$ cat config.mk
export PLATFORM = sky130hd
export DESIGN_NAME = tbs_search
export DESIGN_NICKNAME = d
export VERILOG_FILES = /design/src/rtl/tbs_pkg.sv /design/src/rtl/tbs_search.sv
export SDC_FILE = /design/constraint.sdc
export NUM_CORES = 1
export LEC_CHECK = 0
export ABC_AREA = 1
export CELL_PAD_IN_SITES_DETAIL_PLACEMENT = 2
export CELL_PAD_IN_SITES_GLOBAL_PLACEMENT = 2
export CORE_UTILIZATION = 38
export DETAILED_ROUTE_END_ITERATION = 10
export DONT_BUFFER_PORTS = 1
export PLACE_DENSITY = 0.78
export SYNTH_ARGS = -nofsm -noshare
export SYNTH_HDL_FRONTEND = slang
export SYNTH_SLANG_ARGS = --single-unit
export TNS_END_PERCENT = 5
$ cat constraint.sdc
create_clock -name clk -period 4.3 [get_ports clk]
set_clock_uncertainty 0.15 [all_clocks]
set_input_delay 0.215 -clock clk [delete_from_list [all_inputs] [get_ports clk]]
set_output_delay 0.215 -clock clk [all_outputs]
set_load 0.005 [all_outputs]
$ cat src/rtl/tbs_pkg.sv
// ----------------------------------------------------------------------------
// tbs_pkg
// Shared constants for the threshold bucket search block.
// ----------------------------------------------------------------------------
package tbs_pkg;

  localparam int DEFAULT_TABLE_DEPTH = 1024;

  localparam int CMD_W    = 1;
  localparam int SLOT_W   = 10;
  localparam int VALUE_W  = 32;
  localparam int COUNT_W  = 11;
  localparam int BUCKET_W = 10;

  localparam logic [COUNT_W-1:0] ENTRY_COUNT_RESET = COUNT_W'(1);

  localparam logic [CMD_W-1:0] CMD_WRITE = 1'b0;
  localparam logic [CMD_W-1:0] CMD_QUERY = 1'b1;

endpackage

$ cat src/rtl/tbs_search.sv
// ----------------------------------------------------------------------------
// tbs_search
// Command decode, entry count register and the lower-bound search sequencer.
// One probe per cycle: the compare on the returned entry picks the next
// midpoint, whose read is issued in the same cycle.
// ----------------------------------------------------------------------------
module tbs_search #(
  parameter int TABLE_DEPTH = tbs_pkg::DEFAULT_TABLE_DEPTH,
  parameter int ADDR_W      = $clog2(TABLE_DEPTH),
  parameter int CNT_W       = $clog2(TABLE_DEPTH + 1)
) (
  input  logic                          clk,
  input  logic                          rst,
  input  logic                          cfg_we,
  input  logic [tbs_pkg::COUNT_W-1:0]   cfg_wdata,
  input  logic                          start,
  output logic                          busy,
  input  logic [tbs_pkg::CMD_W-1:0]     cmd,
  input  logic [tbs_pkg::SLOT_W-1:0]    slot,
  input  logic [tbs_pkg::VALUE_W-1:0]   value,
  output logic                          done,
  output logic [tbs_pkg::BUCKET_W-1:0]  bucket_index,
  output logic                          mem_we,
  output logic [ADDR_W-1:0]             mem_waddr,
  output logic [tbs_pkg::VALUE_W-1:0]   mem_wdata,
  output logic                          mem_re,
  output logic [ADDR_W-1:0]             mem_raddr,
  input  logic [tbs_pkg::VALUE_W-1:0]   mem_rdata
);
  import tbs_pkg::*;

  typedef enum logic {
    ST_IDLE,
    ST_SEARCH
  } state_t;

  state_t             state;
  logic [COUNT_W-1:0] entry_count;
  logic [VALUE_W-1:0] score;
  logic [CNT_W-1:0]   left;
  logic [CNT_W-1:0]   right_end;
  logic [CNT_W-1:0]   mid;
  logic [CNT_W-1:0]   hit;

  logic [CNT_W-1:0]   used;
  logic [31:0]        count_wide;
  logic [31:0]        slot_wide;
  logic [31:0]        hit_wide;
  logic               accept;
  logic               accept_query;
  logic               ge;
  logic [CNT_W-1:0]   left_step;
  logic [CNT_W-1:0]   right_step;
  logic [CNT_W-1:0]   hit_step;
  logic               more;
  logic [CNT_W-1:0]   mid_first;
  logic [CNT_W-1:0]   mid_step;

  // floor((l + r - 1) / 2), result only used when r > l
  function automatic logic [CNT_W-1:0] mid_of(input logic [CNT_W-1:0] l,
                                               input logic [CNT_W-1:0] r);
    logic [CNT_W:0] sum;
    sum = (CNT_W+1)'(l) + (CNT_W+1)'(r) - (CNT_W+1)'(1);
    return sum[CNT_W:1];
  endfunction

  assign busy         = (state != ST_IDLE);
  assign accept       = start && !busy;
  assign accept_query = accept && (cmd == CMD_QUERY);

  // entries in use: the entry count clamped to the table depth
  assign count_wide = 32'(entry_count);
  assign used       = (count_wide > 32'(TABLE_DEPTH)) ? CNT_W'(TABLE_DEPTH)
                                                      : CNT_W'(count_wide);

  assign slot_wide = 32'(slot);
  assign mem_we    = accept && (cmd == CMD_WRITE) && (slot_wide < 32'(TABLE_DEPTH));
  assign mem_waddr = slot_wide[ADDR_W-1:0];
  assign mem_wdata = value;

  assign ge         = (mem_rdata >= score);
  assign left_step  = ge ? left : mid + CNT_W'(1);
  assign right_step = ge ? mid : right_end;
  assign hit_step   = ge ? mid : hit;
  assign more       = (left_step < right_step);
  assign mid_first  = mid_of('0, used);
  assign mid_step   = mid_of(left_step, right_step);

  assign mem_re    = (state == ST_IDLE) ? (accept_query && (used != '0)) : more;
  assign mem_raddr = (state == ST_IDLE) ? mid_first[ADDR_W-1:0] : mid_step[ADDR_W-1:0];

  assign hit_wide = 32'(hit_step);

  always_ff @(posedge clk) begin
    if (rst) begin
      state        <= ST_IDLE;
      entry_count  <= ENTRY_COUNT_RESET;
      done         <= 1'b0;
    end else begin
      done <= 1'b0;
      if (cfg_we) begin
        entry_count <= cfg_wdata;
      end
      unique case (state)
        ST_IDLE: begin
          if (accept_query) begin
            score     <= value;
            left      <= '0;
            right_end <= used;
            hit       <= '0;
            mid       <= mid_first;
            if (used == '0) begin
              done         <= 1'b1;
              bucket_index <= '0;
            end else begin
              state <= ST_SEARCH;
            end
          end
        end
        ST_SEARCH: begin
          left      <= left_step;
          right_end <= right_step;
          hit       <= hit_step;
          mid       <= mid_step;
          if (!more) begin
            state        <= ST_IDLE;
            done         <= 1'b1;
            bucket_index <= hit_wide[BUCKET_W-1:0];
          end
        end
        default: state <= ST_IDLE;
      endcase
    end
  end

endmodule

==> results.tsv, run 1 <==
metric	value	unit
post-synth cell types	37	
post-synthesis mux area share	0	
syn_area_per_cell	8.92	µm²
die area	16600	µm²
most numerous cell in the Yosys netlist	nand2_1	
DRC violations left	0	
failing checks	negative setup slack	
root buffer cell	clkbuf_16	
Core Region	15400	µm²
setup slack, reg-to-reg	-170	ps
CP endpoint kind	primary output	
compound-gate portion of the synthesized area	0.0997	
max-slew violation count	0	
gpl congestion	0.793	
final setup vio count	7	
power consumption	0.00302	W
min-delay src	rst	
CP peak stage delay	380	ps
post-layout util	0.499	
Tot GR Track Use	0.237	
RSZ-0062 raised after global routing	true	
commonest cells in the netlist	nand2_1, inv_1, edfxtp_1	
most frequent CP cell	nand2_1	
initial core utilization	0.396	
top cell type's share of synthesized area	0.418	
vias in the first global route	5441	
critical path arrival	4160	ps
Most used DFF post-synth	edfxtp_1	
Post-synth ARST share	0	
CP max FO	6	
final hold vios	0	
XOR/XNOR Fraction of Synth Area	0.0201	
WL final	20100	µm
Max-Cap Viols	0	
CTS tree	yes	
Post-Place Setup Slack	-277	ps
Tightest Pin Transition	1020	ps
grt ovf	0	
total I/O pin count	156	
TritonCTS Buffers	9	
FF/Latch Area	2810	µm²
Via-to-Cell Ratio	5.25	
Syn. warnings	0	
register bit total from synthesis	98	
largest net degree at the start of global routing	44	
Min Clock Period, post-route	4530	ps
DP Wirelength	12300	µm
Worst path slowest cell	edfxtp_1	
fin crit share	1.05	
FMAX	221	MHz
post-synth net total	840	
Power Density	393	nW/µm²
Worst Hold Class	input port to flop	
htree depth	3	
area share of fa/ha/maj cells after synthesis	0.134	
CP startpoint	score[27]	
Relative slew margins	0.321	
worst path setup slack after routing	-228	ps
antenna violation net count after detailed routing	0	
CTS sink cnt	98	
Placed Area	6210	µm²
Area Overhead vs Synth	26.1	%
TritonRoute pass-1 iters	4	
Max VDD drop	0.189	mV
IO Port Bufs	0	
Seq/Total Area, Yosys	0.460	
Final nets	879	
CTS max path bufs	2	
clk_lat worst skew	360	ps
multi-input logic area	3100	µm²
post-synthesis simple-gate area fraction	0.157	
post-synth top area cell	edfxtp_1	
first-pass GRT wire length	29500	µm
delay-heaviest family, CP	simple AND/OR/NAND/NOR gates	
largest family of logic cells by synthesized area	simple AND/OR/NAND/NOR gates	
Die H	129	µm
number of enable flip-flop cells after synthesis	85	
Cells after Synth	685	
Vias	4933	
share of layout cells above drive strength 1	0.245	
synthesized area	6110	µm²
chip width	129	µm
cell area after layout	7700	µm²
Worst EP required	3930	ps
Synth area leaders	edfxtp_1, ha_1, nand2_1, inv_1, buf_4	
Wirelength per Cell	21.4	µm
DRT iter0 DRCs	181	
Cell Rows	45	
kind of critical path	flop to primary output	
leakage	3.24	nW
Buf+Inv Stages, Crit Path	7	
outcome	complete, but fails checks	
antenna cells	0	
clock-pin slew on the worst setup and hold paths	80	ps
Worst R2R Start	score[27]	
initial antenna violation count	0	
Hold Slack	48.5	ps
fill cell total of the finished layout	1625	
Setup crit start kind	flop	
-- per-stage QoR --
| stage | instances | setup TNS, ps |
|---|---|---|
| 6_report | 939 | -1120 |
| 5_1_grt | 939 | -2670 |
| 4_1_cts | 932 | -56.9 |
| 3_5_place_dp | 865 | -3780 |
| 3_3_place_gp | 865 | 0 |
| 2_1_floorplan | 685 | 0 |
-- path summary, 6_finish.rpt --
kind	end	cells past startpoint
min reg2reg	entry_count[1]	2
min	entry_count[7]	3
max reg2reg	mid[10]	29
max	mem_raddr[8]	26
-- layer usage --
layer / wire length [µm] / vias up / global-route usage
met2: 10500 / 128 / 0.438
met5: 0 / - / 0
met1: 8290 / 2465 / 0.278
met4: 552 / 0 / 0.0851
li1: - / 2293 / -
met3: 785 / 47 / 0.0353
-- tightest hold or removal path: cells and delay by family --
family	cells	cell delay [ps]
AOI/OAI and AO/OA	1	120
buffers and inverters	1	130
and+or+nand+nor	1	50
-- cells by family (layout without fill, tap and decap cells) --
| logic type | Yosys count | count (layout) |
|---|---|---|
| buf+inv | 165 | 208 |
| fa+ha+maj | 65 | 65 |
| flops | 98 | 98 |
| xor+xnor | 14 | 14 |
| simple gates | 226 | 226 |
| compound gates | 117 | 117 |
-- layout make-up --
| cell class | count | area share |
|---|---|---|
| multi-input combinational | 422 | 0.402 |
| clock buffer | 9 | 0.0292 |
| clock inverter | 6 | 0.0107 |
| tap | 211 | 0.0343 |
| sequential | 98 | 0.365 |
| inverter | 110 | 0.0552 |
| timing repair buffer | 83 | 0.103 |
-- state kept, by name, indices dropped and copies added, names as in the netlist --
signal / count
bucket_index: 10
busy: 1
done: 1
entry_count: 11
hit: 10
left: 11
mid: 11
right_end: 11
score: 32
-- cell usage in the layout (no fill, tap or decap), drive strengths merged --
master and count:
nor2 47, xor2 12, clkinv 5, or2 3, a21oi 50, edfxtp 85
bufinv 2, buf 37, dfxtp 13, inv 109, nand3b 4, nand4 7
a2111oi 1, dlygate4sd3 45, nor4 1, a21boi 1, o21a 2, fa 1
xnor2 2, o22ai 1, and3 1, ha 64, o21ai 59, nand3 19
a21o 1, o31ai 1, nor3 4, o21bai 1, clkbuf 10, nand2 140
-- report_power, final --
group	switching (W)	internal [W]
logic	0.000574	0.000431
registers	0.0000311	0.00110
clock network	0.000385	0.000505
-- repair_timing --
item,4_1_cts,5_1_grt
setup endpoints to repair,23,22
endpoints found under the hold margin,44,0
gates cloned,0,1
setup buffers,7,6
resized for setup,80,74
pin swaps,9,31
hold buffers,45,0
Note: power is estimated with default switching activity, not from simulation.
==> inputs of run 2 (changes only) <==
CORE_MARGIN = 5   (was default)
==> results.tsv, run 2 (synthesized netlist as in run 1, its figures left out) <==
metric	value	unit	change
clock-pin slew on the worst setup and hold paths	80	ps	about the same
Hold Slack	10.9	ps	-37.6 ps
CP endpoint kind	primary output		
most frequent CP cell	inv_1		
Die H	137	µm	+6.2%
grt ovf	0		unchanged
Area Overhead vs Synth	26.8	%	
TritonCTS Buffers	9		unchanged
Tot GR Track Use	0.202		-0.0355
TritonRoute pass-1 iters	5		+1
final hold vios	0		unchanged
share of layout cells above drive strength 1	0.234		-0.0110
CP peak stage delay	350	ps	-30 ps
critical path arrival	4030	ps	-130 ps
fin cells	944		+0.53%
most frequent cells in the layout	nand2_1, inv_1, edfxtp_1, dlygate4sd3_1, ha_1		
fill cell total of the finished layout	1636		+0.68%
vias in the first global route	5351		-1.7%
CTS max path bufs	2		unchanged
Power Density	390	nW/µm²	-0.58%
first-pass GRT wire length	28800	µm	-2.2%
worst path setup slack after routing	-90.7	ps	+138 ps
max FFs per register	32		unchanged
max-slew violation count	0		unchanged
chip width	137	µm	+6.2%
DRT iter0 DRCs	291		+61%
Setup crit start kind	flop		
antenna cells	0		unchanged
Worst Hold Class	input port to flop		
FMAX	228	MHz	+3.1%
initial core utilization	0.386		-0.0100
commonest non-fill, non-tap cell in the layout	nand2_1		
post-layout util	0.490		-0.00971
Cell Rows	46		+2.2%
delay-heaviest family, CP	simple AND/OR/NAND/NOR gates		
CTS sink cnt	98		unchanged
cell area after layout	7750	µm²	+0.60%
Most flops, register	score		
leakage	3.25	nW	+0.39%
Vias	4892		-0.83%
final setup vio count	3		-4
Relative slew margins	0.570		+0.250
total I/O pin count	156		unchanged
clk_lat worst skew	360	ps	about the same
initial antenna violation count	0		unchanged
Max-Cap Viols	0		unchanged
WL final	21400	µm	+6.3%
antenna violation net count after detailed routing	0		unchanged
CTS tree	yes		
Placed Area	6150	µm²	-1.1%
root buffer cell	clkbuf_16		
largest net degree at the start of global routing	44		unchanged
CP max FO	9		+3
Worst EP required	3930	ps	about the same
kind of critical path	flop to primary output		
fin crit share	1.02		-0.0320
Wirelength per Cell	22.6	µm	+5.7%
Core Region	15800	µm²	+2.6%
worst-path cell chain	inv_1, ha_1, nand2_1, nor2_1, nand2_2, inv_1, a21oi_4, buf_12, nand2_8, inv_8, buf_4, or2_2, o21ai_2, inv_1, ha_4, a21oi_1, nor2_1, a2111oi_4, buf_4, nand3_1, nand2_2		
IO Port Bufs	0		unchanged
gpl congestion	0.813		+2.5%
Worst path slowest cell	edfxtp_1		
Placed Instances	860		-0.58%
RSZ-0062 raised after global routing	true		
htree depth	3		unchanged
Via-to-Cell Ratio	5.18		-1.4%
Min Clock Period, post-route	4390	ps	-138 ps
DP Wirelength	12800	µm	+4.4%
Max VDD drop	0.247	mV	+31%
DRC violations left	0		unchanged
die area	18700	µm²	+13%
outcome	complete, but fails checks		
setup slack, reg-to-reg	50	ps	+220 ps
Final nets	878		-0.11%
Setup TNS Final	-176	ps	+944 ps
Tightest Pin Transition	644	ps	-372 ps
Buf+Inv Stages, Crit Path	7		unchanged
failing checks	negative setup slack		
## run 2: what timing repair did
item / in CTS / in global routing
resized for setup: 74 / 73
pin swaps: 20 / 33
hold endpoints to repair: 45 / 0
hold buffers: 45 / 0
buffers inserted: 7 / 12
setup endpoints to repair: 24 / 19
cloned: 2 / 2
## run 2: where the power goes
part	switching [W]	leakage (nW)	internal [W]
Combinational	0.000580	2.20	0.000411
Sequential	0.0000328	0.892	0.00110
Clock	0.000392	0.157	0.000510
Total	0.00100	3.25	0.00202
## run 2: through the flow
step	setup WS [ps]	total power, W
after floorplan	380	0.00159
after global placement	-203	0.00172
after detailed placement	-378	0.00177
after CTS	-13.6	0.00282
after global routing	-291	0.00315
final	-90.7	0.00302
## run 2: tightest hold or removal path: stages
cell and delay [ps]:
inv_1 110, o21ai_0 110, nor2_1 40
## run 2: final cells by class
type	instances	area [µm²]	share of cell area
multi-input combinational	424	3130	0.404
sequential	98	2810	0.363
timing repair buffer	80	797	0.103
inverter	110	423	0.0546
tap	216	270	0.0349
clock buffer	9	225	0.0291
clock inverter	7	91.3	0.0118
## run 2: path summary, 6_finish.rpt
| path | start | to | cells past startpoint |
|---|---|---|---|
| hold / removal | rst | entry_count[5] | 3 |
| setup reg to reg | score[27] | bucket_index[8] | 21 |
| setup / recovery | score[27] | mem_re | 21 |
| hold reg to reg | entry_count[3] | entry_count[3] | 2 |
## run 2: routing by layer
layer | part of all wire | wire length (µm) | vias to the layer above | GRT usage
met1 | 0.40 | 8560 | 2461 | 0.238
met4 | 0.018 | 384 | 0 | 0.0621
met2 | 0.53 | 11300 | 119 | 0.373
met3 | 0.051 | 1100 | 27 | 0.0353
li1 | - | - | 2285 | -
met5 | 0 | 0 | - | 0
==> inputs of run 3 (changes only) <==
CELL_PAD_IN_SITES_DETAIL_PLACEMENT = 0   (was 2)
CELL_PAD_IN_SITES_GLOBAL_PLACEMENT = 1   (was 2)
CORE_UTILIZATION = 48   (was 38)
PLACE_DENSITY = 0.88   (was 0.78)
==> results.tsv, run 3 (synthesized netlist as in run 1, its figures left out) <==
metric	value	unit	change
outcome	complete, no violations		
leakage	3.15	nW	-3.2%
DP Wirelength	9390	µm	-27%
metal3 WL	833	µm	-24%
highest layer used for signal routing	met4		
max FFs per register	32		unchanged
TritonRoute pass-1 iters	5		unchanged
Tot GR Track Use	0.176		-0.0259
CP endpoint kind	primary output		
setup slack, reg-to-reg	180	ps	+130 ps
htree depth	3		unchanged
Setup crit start kind	flop		
gpl congestion	0.889		+9.5%
most frequent cells in the layout	nand2_1, inv_1, edfxtp_1, ha_1, dlygate4sd3_1		
vias in the first global route	4436		-17%
grt ovf	0		unchanged
max-slew violation count	0		unchanged
Worst path slowest cell	edfxtp_1		
FMAX	238	MHz	+4.7%
Power Density	367	nW/µm²	-6.1%
min-delay src	rst		
CP peak stage delay	360	ps	about the same
power consumption	0.00269	W	-11%
Tightest Pin Transition	584	ps	-60.9 ps
Vias	4539		-7.2%
reg-to-reg critical path endpoint	mid[10]		
Seq pwr share	0.419		+0.045
Via-to-Cell Ratio	5.11		-1.4%
Most flops, register	score		
clock-pin slew on the worst setup and hold paths	70	ps	about the same
clk_lat worst skew	350	ps	about the same
hold path cells	3		unchanged
antenna violation net count after detailed routing	0		unchanged
Wirelength per Cell	15.2	µm	-33%
Switching Share	0.301		-0.0314
Area Overhead vs Synth	20.0	%	
Hold Path Sink	entry_count[8]		
TritonCTS Buffers	9		unchanged
commonest non-fill, non-tap cell in the layout	nand2_1		
Worst Hold Class	input port to flop		
final hold vios	0		unchanged
delay-heaviest family, CP	compound AO/OA/AOI/OAI gates		
CTS max path bufs	2		unchanged
Core Region	12600	µm²	-21%
first-pass GRT wire length	20700	µm	-28%
kind of critical path	flop to primary output		
Die H	123	µm	-10%
cell internal pwr	0.00188	W	-6.9%
CTS tree	yes		
Max-Cap Viols	0		unchanged
CTS sink cnt	98		unchanged
RSZ-0062 raised after global routing	true		
DRT iter0 DRCs	323		+11%
final setup vio count	0		-3
die area	15100	µm²	-19%
wire length on met1	5790	µm	-32%
antenna cells	0		unchanged
Worst EP required	3930	ps	about the same
initial core utilization	0.486		+0.100
share of layout cells above drive strength 1	0.163		-0.0701
fin crit share	0.976		-0.0454
Min Clock Period, post-route	4200	ps	-195 ps
Cell Rows	41		-11%
root buffer cell	clkbuf_16		
Final nets	866		-1.4%
share of power burned in combinational logic	0.288		-0.040
reg2reg path depth	26		+24%
most frequent CP cell	nand2_1		
chip width	123	µm	-10%
clock network power share	0.293		-0.005
initial antenna violation count	0		unchanged
critical path arrival	3830	ps	-200 ps
Detail Route met2 WL	6630	µm	-41%
Relative slew margins	0.611		+0.0406
Sw Pwr	0.000809	W	-20%
WL final	13500	µm	-37%
Setup TNS Final	0	ps	+176 ps
IO Port Bufs	0		unchanged
CP max FO	7		-2
Worst R2R Start	score[19]		
DRC violations left	0		unchanged
largest net degree at the start of global routing	44		unchanged
total I/O pin count	156		unchanged
Buf+Inv Stages, Crit Path	4		-3
Max VDD drop	0.195	mV	-21%
## run 3: through the flow
stage / utilization / setup slack, ps / hold WS, ps / instances / cell area [µm²]
after floorplan: - / 380 / 134 / 685 / 6110
after global placement: 0.484 / 72.2 / 138 / 815 / 6080
after detailed placement: 0.484 / -72.9 / 138 / 815 / 6080
after CTS: 0.551 / -25.6 / 7.64 / 879 / 6930
after global routing: 0.583 / -244 / 27.8 / 888 / 7330
final: 0.583 / 104 / 22.9 / 888 / 7330
## run 3: worst min-delay path: cells and delay by family
family          cells  cell delay (ps)
compound gates      1              110
simple gates        1               40
buf+inv             1              110
## run 3: layout make-up
cell class	count	area, µm²
well taps	172	215
repair buffers	69	684
fillers	1046	5240
clock inverters	6	56.3
clock buffers	10	229
inverters	110	428
multi-input cells	423	2910
flip-flops and latches	98	2810
## run 3: repair_timing
action | CTS | global route
pin swaps | 4 | 38
resized for setup | 22 | 77
hold buffers | 45 | 0
hold endpoints to repair | 44 | 0
cloned | 1 | 1
endpoints found under the setup margin | 17 | 18
setup buffers | 2 | 8
## run 3: power by group through the flow
stage          registers [W]  clock network (W)  logic (W)
6_report             0.00113           0.000788   0.000775
5_1_grt              0.00113           0.000846   0.000868
4_1_cts              0.00112           0.000807   0.000638
3_3_place_gp         0.00114                  0   0.000551
2_1_floorplan        0.00114                  0   0.000455
3_5_place_dp         0.00115                  0   0.000565
## run 3: layer usage
metal,vias to the layer above,track usage
met3,18,0.0484
li1,2266,-
met5,-,0
met4,0,0.0728
met2,122,0.294
met1,2133,0.214
## run 3: how the worst max path moves through the flow
stage,startpoint,to,slack [ps],cells past startpoint
2_1_floorplan,score[23],mid[10],380,25
3_3_place_gp,score[11],mid[10],70,25
3_5_place_dp,score[11],mid[10],-70,25
4_1_cts,score[11],mem_raddr[9],-30,27
5_1_grt,score[6],mem_raddr[9],-240,31
6_report,score[19],mem_raddr[9],100,27
